File: src/kmv_pkg.sv
// Package for the k-minimum-values distinct sketch.
// Holds shared constants and the sequencer state type; depends on nothing.
`timescale 1ns / 1ps
package kmv_pkg;
  localparam int unsigned COUNT_W = 16;
  localparam int unsigned EST_W   = 38;
  localparam logic [COUNT_W-1:0] COUNT_MAX = '1;
  localparam logic [EST_W-1:0]   EST_MAX   = '1;

  typedef enum logic [4:0] {
    ST_IDLE  = 5'b00001,
    ST_SCAN  = 5'b00010,
    ST_SHIFT = 5'b00100,
    ST_DIV   = 5'b01000,
    ST_OUT   = 5'b10000
  } state_t;
endpackage

File: src/kmv_if.sv
// Valid/ready stream interfaces for the sketch input and result channels.
// Depends on kmv_pkg for field widths.
`timescale 1ns / 1ps
interface kmv_in_if;
  logic        valid;
  logic        ready;
  logic        restart;
  logic [31:0] hash_value;
  modport source (output valid, restart, hash_value, input ready);
  modport sink   (input valid, restart, hash_value, output ready);
endinterface

interface kmv_out_if;
  logic                        valid;
  logic                        ready;
  logic                        was_held;
  logic [kmv_pkg::COUNT_W-1:0] entry_count;
  logic [6:0]                  held_entries;
  logic [31:0]                 largest_kept;
  logic [kmv_pkg::EST_W-1:0]   distinct_estimate;
  modport source (output valid, was_held, entry_count, held_entries, largest_kept,
                  distinct_estimate, input ready);
  modport sink   (input valid, was_held, entry_count, held_entries, largest_kept,
                  distinct_estimate, output ready);
endinterface

File: src/kmv_ram.sv
// Generic single-port RAM with registered read.
// Depends on nothing.
`timescale 1ns / 1ps
module kmv_ram #(
  parameter int WIDTH = 32,
  parameter int DEPTH = 64
) (
  input  logic                     clk,
  input  logic                     we,
  input  logic [$clog2(DEPTH)-1:0] addr,
  input  logic [WIDTH-1:0]         wdata,
  output logic [WIDTH-1:0]         rdata
);
  logic [WIDTH-1:0] mem [DEPTH];

  // One optional write and one registered read per cycle.
  always_ff @(posedge clk) begin
    if (we) mem[addr] <= wdata;
    rdata <= mem[addr];
  end
endmodule

File: src/kmv_divider.sv
// Restoring divider, one quotient bit per cycle, saturating result.
// Depends on kmv_pkg.
`timescale 1ns / 1ps
module kmv_divider #(
  parameter int NUM_W = 42,
  parameter int DEN_W = 32
) (
  input  logic                      clk,
  input  logic                      rst,
  input  logic                      start,
  input  logic [NUM_W-1:0]          num,
  input  logic [DEN_W-1:0]          den,
  output logic                      done,
  output logic [kmv_pkg::EST_W-1:0] quot
);
  localparam int CW = $clog2(NUM_W + 1);
  logic [NUM_W-1:0] q;
  logic [DEN_W:0]   rem;
  logic [DEN_W-1:0] d;
  logic [CW-1:0]    cnt;
  logic             busy;
  logic [DEN_W:0]   trial;

  assign trial = {rem[DEN_W-1:0], q[NUM_W-1]};

  // Shift-subtract loop over the numerator bits.
  always_ff @(posedge clk) begin
    if (rst) begin
      busy <= 1'b0;
      done <= 1'b0;
    end else begin
      done <= 1'b0;
      if (start) begin
        busy <= 1'b1;
        cnt  <= CW'(NUM_W);
        q    <= num;
        d    <= den;
        rem  <= '0;
      end else if (busy) begin
        if (trial >= {1'b0, d}) begin
          rem <= trial - {1'b0, d};
          q   <= {q[NUM_W-2:0], 1'b1};
        end else begin
          rem <= trial;
          q   <= {q[NUM_W-2:0], 1'b0};
        end
        cnt <= cnt - 1'b1;
        if (cnt == CW'(1)) begin
          busy <= 1'b0;
          done <= 1'b1;
        end
      end
    end
  end

  // Saturate the quotient to the estimate width.
  always_comb begin
    if (NUM_W > kmv_pkg::EST_W && |(q >> kmv_pkg::EST_W)) quot = kmv_pkg::EST_MAX;
    else quot = kmv_pkg::EST_W'(q);
  end
endmodule

File: src/kmv_distinct_sketch_core.sv
// Top level of the k-minimum-values distinct sketch.
// Depends on kmv_pkg, kmv_if, kmv_ram and kmv_divider.
//
// Use: one hash enters per transfer on the input channel (restart, hash_value)
// and produces exactly one result transfer on the output channel.
// The sorted store lives in two RAMs (hashes, counts). A sequencer scans the
// held entries one at a time (address, RAM read, compare) to find a match or
// the insert position. It then shifts entries up (address, RAM read, write)
// to open the slot, reads the largest entry and runs the divider, one
// quotient bit per cycle (HASH_BITS+NW steps, 39 at defaults).
// The divider is not started when at most one entry is held or the largest
// entry is zero.
// sketch_size is written through cfg_we/cfg_data; the user must write it only
// while idle, as the block itself does not enforce this.
// The block takes one item at a time; ready is low while an item is in work.
// The result sits in an output register until the receiver takes it; a stall
// simply holds it and the next item waits.
// Reset empties the sketch (held count zero) and sets sketch_size to 64.
`timescale 1ns / 1ps
module kmv_distinct_sketch_core #(
  parameter int MAX_ENTRIES = 64,
  parameter int HASH_BITS   = 32
) (
  input  logic        clk,
  input  logic        rst,
  input  logic        cfg_we,
  input  logic [6:0]  cfg_data,
  kmv_in_if.sink      in_ch,
  kmv_out_if.source   out_ch
);
  localparam int AW = $clog2(MAX_ENTRIES);
  localparam int NW = $clog2(MAX_ENTRIES + 1);
  localparam int NUMW = HASH_BITS + NW;

  logic [6:0]   sketch_size;
  kmv_pkg::state_t state;
  logic [NW-1:0] held;
  logic [NW-1:0] k_eff;
  logic [NW-1:0] pos;
  logic [NW-1:0] ptr;
  logic [HASH_BITS-1:0] h;
  logic          found;
  logic          phase;
  logic [1:0]    sub;
  logic          we;
  logic [AW-1:0] addr;
  logic [HASH_BITS-1:0] wh, rh;
  logic [kmv_pkg::COUNT_W-1:0] wc, rc;
  logic [kmv_pkg::COUNT_W-1:0] cnt_out;
  logic [HASH_BITS-1:0] largest;
  logic          div_start, div_done;
  logic [kmv_pkg::EST_W-1:0] quot;
  logic [NW-1:0] n_trim;

  // Effective k, clamped to 1..MAX_ENTRIES.
  always_comb begin
    if (sketch_size == '0) k_eff = NW'(1);
    else if (32'(sketch_size) > MAX_ENTRIES) k_eff = NW'(MAX_ENTRIES);
    else k_eff = NW'(sketch_size);
  end

  assign n_trim = (held > k_eff) ? k_eff : held;

  kmv_ram #(.WIDTH(HASH_BITS), .DEPTH(MAX_ENTRIES)) u_hash (
    .clk(clk), .we(we), .addr(addr), .wdata(wh), .rdata(rh));
  kmv_ram #(.WIDTH(kmv_pkg::COUNT_W), .DEPTH(MAX_ENTRIES)) u_count (
    .clk(clk), .we(we), .addr(addr), .wdata(wc), .rdata(rc));

  kmv_divider #(.NUM_W(NUMW), .DEN_W(HASH_BITS)) u_div (
    .clk(clk), .rst(rst), .start(div_start),
    .num({NW'(held - NW'(1)), {HASH_BITS{1'b0}}}), .den(largest),
    .done(div_done), .quot(quot));

  assign in_ch.ready = (state == kmv_pkg::ST_IDLE) && !out_ch.valid;

  // Configuration register.
  always_ff @(posedge clk) begin
    if (rst) sketch_size <= 7'd64;
    else if (cfg_we) sketch_size <= cfg_data;
  end

  // Sequencer. Scan: sub 0 issue read at ptr, sub 2 compare, sub 3 decide insertion.
  // Shift: sub 0 read ptr-1, sub 2 write ptr. Then finalize and divide.
  always_ff @(posedge clk) begin
    if (rst) begin
      state        <= kmv_pkg::ST_IDLE;
      held         <= '0;
      out_ch.valid <= 1'b0;
      we           <= 1'b0;
      div_start    <= 1'b0;
    end else begin
      we        <= 1'b0;
      div_start <= 1'b0;
      if (out_ch.valid && out_ch.ready) out_ch.valid <= 1'b0;
      unique case (state)
        kmv_pkg::ST_IDLE: begin
          if (in_ch.valid && in_ch.ready) begin
            h     <= HASH_BITS'(in_ch.hash_value);
            if (in_ch.restart) held <= '0;
            found <= 1'b0;
            ptr   <= '0;
            sub   <= 2'd0;
            state <= kmv_pkg::ST_SCAN;
          end
        end
        kmv_pkg::ST_SCAN: begin
          if (sub == 2'd0) begin
            if (ptr >= held) begin
              // No match: insert position is ptr == held.
              pos <= ptr;
              sub <= 2'd3;
            end else begin
              addr <= AW'(ptr);
              sub  <= 2'd1;
            end
          end else if (sub == 2'd1) begin
            sub <= 2'd2;
          end else if (sub == 2'd2) begin
            if (rh == h) begin
              found <= 1'b1;
              pos   <= ptr;
              addr  <= AW'(ptr);
              wh    <= h;
              wc    <= (rc == kmv_pkg::COUNT_MAX) ? rc : rc + 1'b1;
              // A match that falls beyond the trimmed size reports zero.
              if (ptr >= n_trim) cnt_out <= '0;
              else cnt_out <= (rc == kmv_pkg::COUNT_MAX) ? rc : rc + 1'b1;
              we    <= 1'b1;
              held  <= n_trim;
              phase <= 1'b0;
              state <= kmv_pkg::ST_DIV;
            end else if (rh > h) begin
              pos <= ptr;
              sub <= 2'd3;
            end else begin
              ptr <= ptr + 1'b1;
              sub <= 2'd0;
            end
          end else begin
            // Decide insertion against the trimmed count.
            if (n_trim < k_eff) begin
              held    <= n_trim + 1'b1;
              ptr     <= n_trim;
              cnt_out <= 16'd1;
              sub     <= 2'd0;
              state   <= kmv_pkg::ST_SHIFT;
            end else if (pos < n_trim) begin
              held    <= n_trim;
              ptr     <= n_trim - 1'b1;
              cnt_out <= 16'd1;
              sub     <= 2'd0;
              state   <= kmv_pkg::ST_SHIFT;
            end else begin
              held    <= n_trim;
              cnt_out <= '0;
              phase   <= 1'b0;
              state   <= kmv_pkg::ST_DIV;
            end
          end
        end
        kmv_pkg::ST_SHIFT: begin
          if (ptr == pos) begin
            addr  <= AW'(pos);
            wh    <= h;
            wc    <= 16'd1;
            we    <= 1'b1;
            phase <= 1'b0;
            state <= kmv_pkg::ST_DIV;
          end else if (sub == 2'd0) begin
            addr <= AW'(ptr - 1'b1);
            sub  <= 2'd1;
          end else if (sub == 2'd1) begin
            sub <= 2'd2;
          end else begin
            addr <= AW'(ptr);
            wh   <= rh;
            wc   <= rc;
            we   <= 1'b1;
            ptr  <= ptr - 1'b1;
            sub  <= 2'd0;
          end
        end
        kmv_pkg::ST_DIV: begin
          // Phase 0: read the largest entry; then start the divider or skip it.
          if (!phase) begin
            if (!we) begin
              addr  <= AW'(held - 1'b1);
              phase <= 1'b1;
              sub   <= 2'd0;
            end
          end else if (sub == 2'd0) begin
            sub <= 2'd1;
          end else if (sub == 2'd1) begin
            largest <= (held == '0) ? '0 : rh;
            sub     <= 2'd2;
            if (held > NW'(1) && rh != '0) div_start <= 1'b1;
            else state <= kmv_pkg::ST_OUT;
          end else if (div_done) begin
            state <= kmv_pkg::ST_OUT;
          end
        end
        kmv_pkg::ST_OUT: begin
          out_ch.valid        <= 1'b1;
          out_ch.was_held     <= found;
          out_ch.entry_count  <= cnt_out;
          out_ch.held_entries <= 7'(held);
          out_ch.largest_kept <= 32'(largest);
          if (held <= NW'(1)) out_ch.distinct_estimate <= '0;
          else if (largest == '0) out_ch.distinct_estimate <= kmv_pkg::EST_MAX;
          else out_ch.distinct_estimate <= quot;
          state <= kmv_pkg::ST_IDLE;
        end
        default: state <= kmv_pkg::ST_IDLE;
      endcase
    end
  end
endmodule

File: src/flat_wrapper.sv
// flat-port wrapper written by rule: the top's interface ports become plain ports
module kmv_distinct_sketch_core_flat 
#(
  parameter int MAX_ENTRIES = 64,
  parameter int HASH_BITS   = 32
)
  (clk, rst, cfg_we, cfg_data, in_ch_valid, in_ch_restart, in_ch_hash_value, in_ch_ready, out_ch_valid, out_ch_was_held, out_ch_entry_count, out_ch_held_entries, out_ch_largest_kept, out_ch_distinct_estimate, out_ch_ready);
  kmv_in_if in_ch_i ();
  kmv_out_if out_ch_i ();
  input  logic clk;
  input  logic rst;
  input  logic cfg_we;
  input  logic [6:0] cfg_data;
  input wire logic [$bits(in_ch_i.valid)-1:0] in_ch_valid;
  input wire logic [$bits(in_ch_i.restart)-1:0] in_ch_restart;
  input wire logic [$bits(in_ch_i.hash_value)-1:0] in_ch_hash_value;
  output wire logic [$bits(in_ch_i.ready)-1:0] in_ch_ready;
  output wire logic [$bits(out_ch_i.valid)-1:0] out_ch_valid;
  output wire logic [$bits(out_ch_i.was_held)-1:0] out_ch_was_held;
  output wire logic [$bits(out_ch_i.entry_count)-1:0] out_ch_entry_count;
  output wire logic [$bits(out_ch_i.held_entries)-1:0] out_ch_held_entries;
  output wire logic [$bits(out_ch_i.largest_kept)-1:0] out_ch_largest_kept;
  output wire logic [$bits(out_ch_i.distinct_estimate)-1:0] out_ch_distinct_estimate;
  input wire logic [$bits(out_ch_i.ready)-1:0] out_ch_ready;
  assign in_ch_i.valid = in_ch_valid;
  assign in_ch_i.restart = in_ch_restart;
  assign in_ch_i.hash_value = in_ch_hash_value;
  assign in_ch_ready = in_ch_i.ready;
  assign out_ch_valid = out_ch_i.valid;
  assign out_ch_was_held = out_ch_i.was_held;
  assign out_ch_entry_count = out_ch_i.entry_count;
  assign out_ch_held_entries = out_ch_i.held_entries;
  assign out_ch_largest_kept = out_ch_i.largest_kept;
  assign out_ch_distinct_estimate = out_ch_i.distinct_estimate;
  assign out_ch_i.ready = out_ch_ready;
  kmv_distinct_sketch_core #(.MAX_ENTRIES(MAX_ENTRIES), .HASH_BITS(HASH_BITS)) u_core (.clk(clk), .rst(rst), .cfg_we(cfg_we), .cfg_data(cfg_data), .in_ch(in_ch_i), .out_ch(out_ch_i));
endmodule
File: config.mk
export PLATFORM = sky130hd
export DESIGN_NAME = kmv_distinct_sketch_core_flat
export DESIGN_NICKNAME = d
export VERILOG_FILES = /design/src/kmv_pkg.sv /design/src/kmv_if.sv /design/src/kmv_ram.sv /design/src/kmv_divider.sv /design/src/kmv_distinct_sketch_core.sv /design/src/flat_wrapper.sv
export SDC_FILE = /design/constraint.sdc
export NUM_CORES = 2
export LEC_CHECK = 0
export ABC_CLOCK_PERIOD_IN_PS = 12550
export CORE_UTILIZATION = 55
export DETAILED_ROUTE_END_ITERATION = 10
export DONT_BUFFER_PORTS = 1
export GPL_TIMING_DRIVEN = 1
export HOLD_SLACK_MARGIN = 0.1
export MAX_ROUTING_LAYER = met4
export PLACE_DENSITY = 0.7
export SLEW_MARGIN = 5
export SYNTH_ARGS = -nofsm -noshare
export SYNTH_HDL_FRONTEND = slang
export SYNTH_SLANG_ARGS = --single-unit
File: constraint.sdc
create_clock -name clk -period 12.55 [get_ports clk]
set_input_delay 1.8825 -clock clk [delete_from_list [all_inputs] [get_ports clk]]
set_output_delay 1.8825 -clock clk [all_outputs]
set_load 0.01 [all_outputs]
==> run metrics <==
status complete, no violations; clock sinks around 3.5k; met2 wire len between 150,000 and 200,000 um; Slowest cell on crit path a221oi_1; drt pass-1 iters 8; CTS tree built; Max-slew headroom 2.60%; synth unique cells 81; Adder-Cell Fraction of Synth Area 1.04%; most frequent cell after synthesis edfxtp_1; worst r2r src u_core.sketch_size[6]; Die Footprint between 200,000 and 250,000 um2; Post-CTS Setup Repair Bufs 0; worst-margin pin slew around 1.4 ns; global-route usage over all layers approximately 34%; post-CTS sizing 0; Power Density about 160 nW/um2; CP Launch Type flip-flop; Overflow after GRT 0; Post-synth ARST share 0%; CP required between 10 and 15 ns; CTS buffer count between 300 and 400; Final Max Slew Viols 0; routability cong. just under 0.9; vias in the first global route a little over 70k; share of cells above drive strength 1 11.0%; Worst Skew around 0.085 ns; Final min period roughly 6 ns; 1st-iter DRT viols between 10k and 15k; fin crit share between 40 and 50%; synthesized cell area between 100,000 and 150,000 um2; Max Used Layer met4; first-pass GRT wire length around 550,000 um; post-synthesis simple-gate area fraction about 3.1%; vias ~78k; Die Y 488 um; routed vias/inst approximately 7; Yosys reg bits about 3.5k; clock transition at the registers of the reported paths roughly 0.060 ns; TNS Setup 0 ns; Max clock buf depth 4; Starting Density between 50% and 60%; Port Buf Inserts 0; Rows 177; top post-synthesis cells by area edfxtp_1, a22oi_1, a22o_1; Synthesized Nets ~7.5k; Syn Area/Cell between 15 and 20 um2; antenna-violating nets left 0; final total power between 20 and 25 mW; Final HPWL DP between 200,000 and 250,000 um; largest net degree at the start of global routing around 120; initial antenna violation count 24; Routed WL 395,000 um; io pins 141; fmax 0.171 GHz; crit path max fanout 18; final setup vio count 0; mux share of post-synthesis cell area 0.306%; Fill cells 15.9k; worst-skew pair later-pin latency roughly 1 ns; Final nets approximately 7.6k; Ys Warns 0; VDD IR-drop max around 0.19 mV; Hold Crit Start u_core.cnt_out[5]; DIE WIDTH 488 um; RSZ-0062 raised after global routing no; WP data arrival roughly 6.4 ns; post-layout utilization of the core approximately 62%; htree depth 5; Leakage 45.4 nW; core box area 234,000 um2; main combinational cell family by area after synthesis compound AO/OA/AOI/OAI gates; worst path cell trace nor2b_1 > inv_1 > ha_1 > a21o_1 > a21oi_1 > nor2b_1 > o31ai_4 > mux2i_1 > inv_1 > ha_1 > a21o_1 > nand2_1 > o21ai_0 > nand3b_1 > a21boi_1 > a221oi_1; met1 wire length roughly 140,000 um; compound-cell area share of the yosys netlist 13.0%; DR WL/cell between 30 and 40 um; Remaining DRCs 0; sequential area share after synthesis between 80% and 90%; final hold violations 0; top cell type's share of synthesized area between 70% and 80%; Hold-fix buffers, CTS 0; post-synthesis xor/xnor area fraction less than 1%; Critical Path Start u_core.sketch_size[6]; met3 WL ~56,000 um; Root Driver clkbuf_16; Post-synth top cells edfxtp_1, a22oi_1, clkbuf_1; CP Class reg2reg; slowest stage delay, CP between 0.9 and 1 ns; Critical Path End Type flip-flop; Syn Inst Count 7,346; Yosys top cell by area edfxtp_1; Post-synth EDFFs 3,427; Most used DFF post-synth edfxtp_1; Max-Cap Viols 0; area grow syn2layout 12.1%; worst hold path class reg2reg
[cell type report]
class | count | area, um2 | area share, %
Clock buffer | 455 | 9540 | 6.55
Timing Repair Buffer | 242 | 1990 | 1.37
Tap cell | 3132 | 3920 | 2.69
Multi-Input combinational cell | 3290 | 23900 | 16.4
Inverter | 103 | 387 | 0.266
Sequential cell | 3499 | 104000 | 71.7
Antenna cell | 16 | 40.0 | 0.0275
Clock inverter | 168 | 1410 | 0.968
[report_power, final]
group          internal [mW]  leakage, nW  total [mW]  switching, mW
Sequential              12.7         31.5        12.8         0.0759
Clock                   5.78         5.36        10.1           4.31
Combinational          0.182         8.52       0.583          0.401
Total                   18.6         45.4        23.4           4.79
[logic make-up (layout without fill, tap and decap cells)]
kind of cell | after synthesis | in the layout
adders and majority gates | 107 | 107
and+or+nand+nor | 797 | 797
DFF | 3499 | 3499
buffers and inverters | 557 | 968
muxes | 39 | 39
AOI/OAI and AO/OA | 2279 | 2279
xor gates and xnor gates | 68 | 68
other | 0 | 16
[worst paths after layout]
kind                                       end  slack [ns]  depth (start not counted)
setup / recovery                 u_core.ptr[0]        6.72                         16
hold / removal    u_core.out_ch.entry_count[5]        0.44                          0
setup reg to reg                 u_core.ptr[0]        6.72                         16
hold reg to reg   u_core.out_ch.entry_count[5]        0.44                          0
[state kept, by name, indices dropped and copies added, names as in the netlist, 38 cells and up]
register,flops
u_core.out_ch.distinct_estimate,38
u_core.u_count.mem,1024
u_core.u_div.q,39
u_core.u_hash.mem,2048
[metal layers]
layer	track usage [%]	vias up
met1	44.5	38953
met3	8.51	1034
li1	-	30924
met5	-	-
met4	14.9	0
met2	49.7	6691
[critical path: cells and delay by family, from the launching register on]
kind                     cells  cell delay [ns]
multiplexers                 1             0.66
AND/OR/NAND/NOR              4             0.80
adder cells (fa/ha/maj)      2             0.66
flip-flops                   1             0.39
AO/OA/AOI/OAI                7             2.58
buffers and inverters        2             0.32
[layout by cell type, fill, tap and decap left out, drive strengths merged, types with 126 or more instances in the layout]
cell type,instances
edfxtp,3427
a22oi,948
clkbuf,455
a22o,303
a221oi,301
a31oi,280
buf,242
a21oi,201
nor2,197
nand2,143
clkinv,126
[through the flow]
step                hold WS, ns  worst slack (ns)  std cells  instance area, um2
CTS                       0.430              6.71      10889              146000
detailed placement        0.415              6.76      10266              135000
floorplan                 0.400              6.17       7346              130000
global placement          0.416              6.78      10266              135000
finish                    0.436              6.72      10905              146000
global route              0.450              6.27      10904              146000
No activity file was read; power rests on OpenSTA's default activity.
